--- config.mk ---
export PLATFORM = sky130hd
export DESIGN_NAME = contrast_stretch_flat
export DESIGN_NICKNAME = d
export VERILOG_FILES = /design/src/rtl/cs_pkg.sv /design/src/rtl/cs_ifs.sv /design/src/rtl/cs_ctrl.sv /design/src/rtl/cs_dp.sv /design/src/rtl/contrast_stretch.sv /design/src/flat_wrapper.sv
export SDC_FILE = /design/constraint.sdc
export NUM_CORES = 1
export LEC_CHECK = 0
export ABC_AREA = 1
export BUFFER_PORTS_ARGS = -buffer_cell sky130_fd_sc_hd__buf_2
export CAP_MARGIN = 10
export CORE_AREA = 8 8 163 203
export CTS_CLUSTER_DIAMETER = 200
export DETAILED_ROUTE_END_ITERATION = 10
export DIE_AREA = 0 0 171 211
export GPL_TIMING_DRIVEN = 0
export PLACE_DENSITY = 0.76
export SYNTH_ARGS = -nofsm -noshare
export SYNTH_HDL_FRONTEND = slang
export SYNTH_SLANG_ARGS = --single-unit
export TNS_END_PERCENT = 10
--- constraint.sdc ---
create_clock -name clock -period 8.8 [get_ports clock]
set_clock_uncertainty 0.2 [all_clocks]
set_input_delay 0.88 -clock clock [delete_from_list [all_inputs] [get_ports clock]]
set_output_delay 0.88 -clock clock [all_outputs]
set_load 0.02 [all_outputs]
--- src/rtl/cs_pkg.sv ---
package cs_pkg;

   // Fixed widths of the channel fields and the configuration port.
   localparam int FIELD_W    = 16;
   localparam int CSR_DATA_W = 32;
   localparam int CSR_ADDR_W = 1;

   // Register map.
   localparam logic [CSR_ADDR_W-1:0] ADDR_GREY_MAX = 1'b0;

   localparam logic [FIELD_W-1:0] GREY_MAX_RESET = 16'd255;

   // The quotient never exceeds grey_max, so one divider step per result bit.
   localparam int QUO_BITS = FIELD_W;
   localparam int CNT_W    = $clog2(QUO_BITS);
   localparam logic [CNT_W-1:0] CNT_LAST = CNT_W'(QUO_BITS - 1);

   // Pass codes carried by the kind field.
   localparam logic KIND_MEASURE = 1'b0;
   localparam logic KIND_STRETCH = 1'b1;

   typedef enum logic [1:0] {
      ST_IDLE,
      ST_MUL,
      ST_DIV,
      ST_DONE
   } cs_state_type;

   typedef struct packed {
      logic load_meas;
      logic load_str;
      logic mul;
      logic div_step;
      logic out_load;
   } cs_cmd_type;

   typedef struct packed {
      logic out_free;
   } cs_stat_type;

endpackage

--- src/rtl/cs_ifs.sv ---
interface cs_req_if
   import cs_pkg::*;
   ();
   logic               valid;
   logic               ready;
   logic               kind;
   logic [FIELD_W-1:0] pixel;
   logic               first;
   logic               last;

   modport source (output valid, output kind, output pixel, output first, output last,
                   input ready);
   modport sink   (input valid, input kind, input pixel, input first, input last,
                   output ready);
endinterface

interface cs_rsp_if
   import cs_pkg::*;
   ();
   logic               valid;
   logic               ready;
   logic [FIELD_W-1:0] stretched;
   logic               end_of_image;

   modport source (output valid, output stretched, output end_of_image, input ready);
   modport sink   (input valid, input stretched, input end_of_image, output ready);
endinterface

--- src/rtl/cs_ctrl.sv ---
module cs_ctrl
   import cs_pkg::*;
(
   input  logic        clock,
   input  logic        reset,
   input  logic        req_valid,
   input  logic        req_kind,
   output logic        req_ready,
   input  cs_stat_type stat,
   output cs_cmd_type  cmd
);

   cs_state_type     state_ff, state_in;
   logic [CNT_W-1:0] cnt_ff, cnt_in;

   always_ff @(posedge clock) begin
      if (reset) begin
         state_ff <= ST_IDLE;
         cnt_ff   <= '0;
      end else begin
         state_ff <= state_in;
         cnt_ff   <= cnt_in;
      end
   end

   // The step counter only runs while dividing and rests at zero otherwise.
   assign cnt_in = (state_ff == ST_DIV) ? cnt_ff + CNT_W'(1) : '0;

   always_comb begin
      state_in = state_ff;
      case (state_ff)
         ST_IDLE: begin
            if (req_valid && req_kind == KIND_STRETCH) state_in = ST_MUL;
         end
         ST_MUL: begin
            state_in = ST_DIV;
         end
         ST_DIV: begin
            if (cnt_ff == CNT_LAST) state_in = ST_DONE;
         end
         ST_DONE: begin
            if (stat.out_free) state_in = ST_IDLE;
         end
         default: begin
            state_in = ST_IDLE;
         end
      endcase
   end

   always_comb begin
      req_ready = 1'b0;
      cmd       = '0;
      case (state_ff)
         ST_IDLE: begin
            req_ready     = 1'b1;
            cmd.load_meas = req_valid && req_kind == KIND_MEASURE;
            cmd.load_str  = req_valid && req_kind == KIND_STRETCH;
         end
         ST_MUL: begin
            cmd.mul = 1'b1;
         end
         ST_DIV: begin
            cmd.div_step = 1'b1;
         end
         ST_DONE: begin
            cmd.out_load = stat.out_free;
         end
         default: begin
            cmd = '0;
         end
      endcase
   end

endmodule

--- src/rtl/cs_dp.sv ---
module cs_dp
   import cs_pkg::*;
#(
   parameter int PIXEL_BITS = 16
)(
   input  logic               clock,
   input  logic               reset,
   input  cs_cmd_type         cmd,
   output cs_stat_type        stat,
   input  logic [FIELD_W-1:0] req_pixel,
   input  logic               req_first,
   input  logic               req_last,
   input  logic [FIELD_W-1:0] grey_max,
   input  logic               rsp_ready,
   output logic               rsp_valid,
   output logic [FIELD_W-1:0] rsp_stretched,
   output logic               rsp_end_of_image
);

   localparam int PROD_W = PIXEL_BITS + FIELD_W;

   logic [PIXEL_BITS-1:0] low_ff, low_in;
   logic [PIXEL_BITS-1:0] high_ff, high_in;
   logic [PIXEL_BITS-1:0] pix_ff;
   logic                  last_ff;
   logic                  zero_ff, sat_ff;
   logic [PIXEL_BITS-1:0] span_ff;
   logic [PIXEL_BITS-1:0] rem_ff;
   logic [FIELD_W-1:0]    quo_ff;
   logic                  out_valid_ff, out_valid_in;
   logic [FIELD_W-1:0]    out_data_ff;
   logic                  out_last_ff;

   logic [PIXEL_BITS-1:0] req_pix;
   logic [PIXEL_BITS-1:0] diff;
   logic [PROD_W-1:0]     prod;
   logic [PIXEL_BITS:0]   trial;
   logic [PIXEL_BITS:0]   trial_sub;
   logic                  qbit;
   logic [FIELD_W-1:0]    result;

   assign req_pix = req_pixel[PIXEL_BITS-1:0];

   always_comb begin
      low_in  = low_ff;
      high_in = high_ff;
      if (cmd.load_meas) begin
         if (req_first) begin
            low_in  = req_pix;
            high_in = req_pix;
         end else begin
            if (req_pix < low_ff)  low_in  = req_pix;
            if (req_pix > high_ff) high_in = req_pix;
         end
      end
   end

   always_ff @(posedge clock) begin
      if (reset) begin
         low_ff  <= '1;
         high_ff <= '0;
      end else begin
         low_ff  <= low_in;
         high_ff <= high_in;
      end
   end

   always_ff @(posedge clock) begin
      if (cmd.load_str) begin
         pix_ff  <= req_pix;
         last_ff <= req_last;
      end
   end

   // The remainder starts as the upper part of the product, which is below the
   // span, so sixteen restoring steps yield the whole quotient.
   assign diff      = pix_ff - low_ff;
   assign prod      = PROD_W'(diff) * PROD_W'(grey_max);
   assign trial     = {rem_ff, quo_ff[FIELD_W-1]};
   assign trial_sub = trial - {1'b0, span_ff};
   assign qbit      = trial >= {1'b0, span_ff};

   always_ff @(posedge clock) begin
      if (cmd.mul) begin
         zero_ff <= (high_ff <= low_ff) || (pix_ff < low_ff);
         sat_ff  <= pix_ff > high_ff;
         span_ff <= high_ff - low_ff;
         rem_ff  <= prod[PROD_W-1:FIELD_W];
         quo_ff  <= prod[FIELD_W-1:0];
      end else if (cmd.div_step) begin
         rem_ff  <= qbit ? trial_sub[PIXEL_BITS-1:0] : trial[PIXEL_BITS-1:0];
         quo_ff  <= {quo_ff[FIELD_W-2:0], qbit};
      end
   end

   always_comb begin
      if (zero_ff)     result = '0;
      else if (sat_ff) result = grey_max;
      else             result = quo_ff;
   end

   always_comb begin
      out_valid_in = out_valid_ff;
      if (cmd.out_load)   out_valid_in = 1'b1;
      else if (rsp_ready) out_valid_in = 1'b0;
   end

   always_ff @(posedge clock) begin
      if (reset) begin
         out_valid_ff <= 1'b0;
      end else begin
         out_valid_ff <= out_valid_in;
      end
   end

   always_ff @(posedge clock) begin
      if (cmd.out_load) begin
         out_data_ff <= result;
         out_last_ff <= last_ff;
      end
   end

   assign stat.out_free    = !out_valid_ff || rsp_ready;
   assign rsp_valid        = out_valid_ff;
   assign rsp_stretched    = out_data_ff;
   assign rsp_end_of_image = out_last_ff;

endmodule

--- src/rtl/contrast_stretch.sv ---
// Linear min-max contrast stretch of grey pixels.
// Every image is sent twice on the request channel. Items with kind low form
// the measuring pass: each one updates the running minimum and maximum, and an
// item with first set restarts both from its own pixel. Measuring items produce
// no result and are taken whenever the controller is idle. Items with kind
// high form the stretching pass: each one produces exactly one result item on
// the response channel, floor((pixel - min) * grey_max / (max - min)), 0 below
// the minimum, grey_max above the maximum, and 0 when no range has been
// measured or the image is flat. A stretching item passes the multiply state,
// sixteen steps of the restoring divider (one quotient bit per cycle) and the
// output load before its result is shown. The controller returns to idle at
// that load and only then takes the next item, so no new item is taken before
// the previous stretch is loaded. The output register holds the result while
// the receiver stalls; the block keeps taking measuring items meanwhile and
// finishes the next stretch, then waits for the register to drain. grey_max
// sits at address 0 of the configuration port. Reset sets grey_max to 255,
// clears the output valid and puts the minimum at full scale and the maximum
// at zero.
module contrast_stretch
   import cs_pkg::*;
#(
   parameter int PIXEL_BITS = 16
)(
   input  logic                  clock,
   input  logic                  reset,
   cs_req_if.sink                req_if,
   cs_rsp_if.source              rsp_if,
   input  logic                  psel,
   input  logic                  penable,
   input  logic                  pwrite,
   input  logic [CSR_ADDR_W-1:0] paddr,
   input  logic [CSR_DATA_W-1:0] pwdata,
   output logic [CSR_DATA_W-1:0] prdata,
   output logic                  pready
);

   cs_cmd_type         cmd;
   cs_stat_type        stat;
   logic [FIELD_W-1:0] grey_max_ff, grey_max_in;
   logic               csr_write;

   // The configuration port never stalls; a write lands at the access cycle.
   assign pready    = 1'b1;
   assign csr_write = psel && penable && pwrite && pready;

   always_comb begin
      grey_max_in = grey_max_ff;
      if (csr_write && paddr == ADDR_GREY_MAX) grey_max_in = pwdata[FIELD_W-1:0];
   end

   always_ff @(posedge clock) begin
      if (reset) begin
         grey_max_ff <= GREY_MAX_RESET;
      end else begin
         grey_max_ff <= grey_max_in;
      end
   end

   // Reads of the unused address return zero.
   assign prdata = (paddr == ADDR_GREY_MAX) ? CSR_DATA_W'(grey_max_ff) : '0;

   // The controller sequences capture, multiply, divide and output load.
   cs_ctrl u_ctrl (
      .clock     (clock),
      .reset     (reset),
      .req_valid (req_if.valid),
      .req_kind  (req_if.kind),
      .req_ready (req_if.ready),
      .stat      (stat),
      .cmd       (cmd)
   );

   // The datapath holds the running range, the divider and the output register.
   cs_dp #(
      .PIXEL_BITS (PIXEL_BITS)
   ) u_dp (
      .clock            (clock),
      .reset            (reset),
      .cmd              (cmd),
      .stat             (stat),
      .req_pixel        (req_if.pixel),
      .req_first        (req_if.first),
      .req_last         (req_if.last),
      .grey_max         (grey_max_ff),
      .rsp_ready        (rsp_if.ready),
      .rsp_valid        (rsp_if.valid),
      .rsp_stretched    (rsp_if.stretched),
      .rsp_end_of_image (rsp_if.end_of_image)
   );

endmodule

--- src/flat_wrapper.sv ---
// flat-port wrapper written by rule: the top's interface ports become plain ports
module contrast_stretch_flat import cs_pkg::*;
#(
   parameter int PIXEL_BITS = 16
)
  (clock, reset, psel, penable, pwrite, paddr, pwdata, prdata, pready, req_if_valid, req_if_kind, req_if_pixel, req_if_first, req_if_last, req_if_ready, rsp_if_valid, rsp_if_stretched, rsp_if_end_of_image, rsp_if_ready);
  cs_req_if req_if_i ();
  cs_rsp_if rsp_if_i ();
  input  logic clock;
  input  logic reset;
  input  logic psel;
  input  logic penable;
  input  logic pwrite;
  input  logic [CSR_ADDR_W-1:0] paddr;
  input  logic [CSR_DATA_W-1:0] pwdata;
  output logic [CSR_DATA_W-1:0] prdata;
  output logic pready;
  input wire logic [$bits(req_if_i.valid)-1:0] req_if_valid;
  input wire logic [$bits(req_if_i.kind)-1:0] req_if_kind;
  input wire logic [$bits(req_if_i.pixel)-1:0] req_if_pixel;
  input wire logic [$bits(req_if_i.first)-1:0] req_if_first;
  input wire logic [$bits(req_if_i.last)-1:0] req_if_last;
  output wire logic [$bits(req_if_i.ready)-1:0] req_if_ready;
  output wire logic [$bits(rsp_if_i.valid)-1:0] rsp_if_valid;
  output wire logic [$bits(rsp_if_i.stretched)-1:0] rsp_if_stretched;
  output wire logic [$bits(rsp_if_i.end_of_image)-1:0] rsp_if_end_of_image;
  input wire logic [$bits(rsp_if_i.ready)-1:0] rsp_if_ready;
  assign req_if_i.valid = req_if_valid;
  assign req_if_i.kind = req_if_kind;
  assign req_if_i.pixel = req_if_pixel;
  assign req_if_i.first = req_if_first;
  assign req_if_i.last = req_if_last;
  assign req_if_ready = req_if_i.ready;
  assign rsp_if_valid = rsp_if_i.valid;
  assign rsp_if_stretched = rsp_if_i.stretched;
  assign rsp_if_end_of_image = rsp_if_i.end_of_image;
  assign rsp_if_i.ready = rsp_if_ready;
  contrast_stretch #(.PIXEL_BITS(PIXEL_BITS)) u_core (.clock(clock), .reset(reset), .req_if(req_if_i), .rsp_if(rsp_if_i), .psel(psel), .penable(penable), .pwrite(pwrite), .paddr(paddr), .pwdata(pwdata), .prdata(prdata), .pready(pready));
endmodule
==> impl_metrics.ini <==
[clocking]
cts_inserted_buffers = 17
ctsResizeCount = 0
cts_tree = yes
clock_path_buffers = 2
worstSkewPairLatency_ps = 450
post_cts_buffers = 0
htreeDepth = 4
numClockSinks = 139
cts_root_buffer = clkbuf_16
clkTransAtPathRegs_ps = 60
cts_hold_buffers = 0

[yosys]
netlist_area_um2 = 17900
synth_xor_area_frac = 0.0215
synth-compound-area-share = 0.0783
synth-simple-area-share = 0.228
syn_area_per_cell_um2 = 7.88
synth_area_leaders = fa_1, ha_1, edfxtp_1
synth_flop_cell = edfxtp_1
ys_types = 48
muxShareOfSynthArea = 0
synth_top_family_by_area = adder cells
ys_warn_count = 0
ys_seq_area_frac = 0.202
yosysTopAreaCell = fa_1
synth_top_area_frac = 0.220
synth_fa_ha_area_frac = 0.362
synth_edf_count = 84
syn_inst = 2277
ys_async_sr_fraction = 0
synth-seq-cells = 139

[sta]
slew_headroom = 0.207
tns_ps = 0
max_freq_ghz = 0.125
slew_viol_final = 0
hold_violations = 0
period_needed_ps = 8020
rsz0062_at_grt = false
tightestPinTransition_ps = 1180
final.period_utilization = 0.911
setup_viol = 0

[route]
avgViaCountPerCell = 5.74
wl_per_cell_um = 20.1
drt-pass1-iter-count = 6
vias = 16100
ant_nets = 0
drtIter0Drc = 1267
drcViolationCount = 0
finalWirelength_mm = 56.5

[die]
coreArea_um2 = 29800
die_w_um = 171
start_util = 0.601
dieArea_um2 = 36100
rows = 71
die-height_um = 211
num_io_pins = 111

[setup_path]
cp-startpoint = u_core.u_dp.low_ff[0]
reg2reg_from = u_core.u_dp.low_ff[0]
crit_required_ps = 8770
path_class = flop to flop
cp_max_fo = 9
start_kind = flop
worstPathArrival_ps = 7990
end_kind = flop

[hold_path]
hold_path_class = flop to flop
worst_hold_startpoint = u_core.u_dp.last_ff

[finish]
syn_to_final_growth_pct = 8.65
n_antenna_cell = 0
layout_commonest_cell = nand2_1
seq_area_um2 = 3620
drive_gt1_frac = 0.0732
layout.nets = 2850
multiInputGateArea_um2 = 12400
final_cell_mix = nand2_1, inv_1, nor2_1, ha_1, fa_1
n_fill_cell = 2701

[placed_design]
dp_hpwl_mm = 46.3
place_congestion = 0.987
port_buffers = 76

[job]
cap_violations = 0

[global_route]
antenna_found_initial = 0
use_met2 = 0.552
grt_pass1_wl_mm = 88.4
use_met1 = 0.339
busiest_layer = met2
grt.overflow.total = 0
grt_max_degree = 24
grt_pass1_vias = 16700
gr-usage-all-layers = 0.323
use_met3 = 0.0660

[outcome]
outcome = finished, final reports clean
==> sequential cells by signal (all words and copies together) (netlist names), 16 cells and up <==
signal / cells
u_core.u_dp.low_ff: 16
u_core.u_dp.quo_ff: 16
u_core.u_dp.span_ff: 16
u_core.u_dp.rsp_stretched: 16
u_core.grey_max_ff: 16
u_core.u_dp.rem_ff: 16
u_core.u_dp.high_ff: 16
u_core.u_dp.pix_ff: 16
==> per-layer routing <==
layer,share of wire,vias to the layer above
li1,-,7430
met1,0.35,7657
met2,0.48,764
met3,0.077,257
met4,0.091,0
met5,0,-
==> path summary, 6_finish.rpt <==
check,endpoint,slack (ps),depth (start not counted)
hold / removal,u_core.u_dp.rsp_end_of_image,230,0
hold reg to reg,u_core.u_dp.rsp_end_of_image,230,0
setup reg to reg,u_core.u_dp.rem_ff[0],780,23
setup / recovery,u_core.u_dp.rem_ff[0],780,23
==> Yosys cell counts (all sizes together) (6+ instances only) <==
cell,instances
dfxtp,55
o211ai,10
xor2,20
nand3b,26
buf,36
fa,197
nor3,14
edfxtp,84
nand3,194
a211oi,17
xnor2,21
clkbuf,41
o21ai,66
o21a,6
nand4,14
nand2,452
ha,204
a21oi,126
nor2,247
inv,410
==> layout make-up <==
class                      count  area share
multi-input combinational   1662       0.638
clock buffer                  22      0.0238
timing repair buffer          79      0.0221
inverter                     414      0.0797
tap                          401      0.0257
sequential                   139       0.186
buffer                        77      0.0200
clock inverter                10     0.00475
==> stage by stage <==
stage	area, um^2	instances	utilization	setup slack, ps	hold WS, ps
after global placement	18900	2769	0.633	930	204
after detailed placement	18900	2771	0.634	897	237
after floorplan	18000	2292	-	2100	200
after CTS	19500	2803	0.653	850	244
after global routing	19500	2804	0.653	452	245
final	19500	2804	0.653	783	234
==> cells by family after synthesis <==
group / after synthesis
adders and majority gates: 401
buffers and inverters: 491
DFF: 139
other: 2
xor gates and xnor gates: 41
and+or+nand+nor: 958
AOI/OAI and AO/OA: 245
==> worst max-delay path, cell delays in order, from the launching register on <==
cell	delay (ps)
dfxtp_1	360
ha_1	250
fa_1	430
o21ai_2	240
xor2_1	900
inv_1	420
nor2_1	250
fa_1	450
inv_1	90
fa_1	390
inv_1	100
fa_1	460
fa_1	490
fa_1	550
inv_1	60
fa_1	620
inv_1	60
ha_1	360
a21oi_1	200
o21ai_0	160
a21oi_1	140
nand2_1	120
o21ai_0	330
nand2_1	120
Power is not shown: default switching activity piles up to over one toggle a cycle in this logic, so the estimate is an artifact.
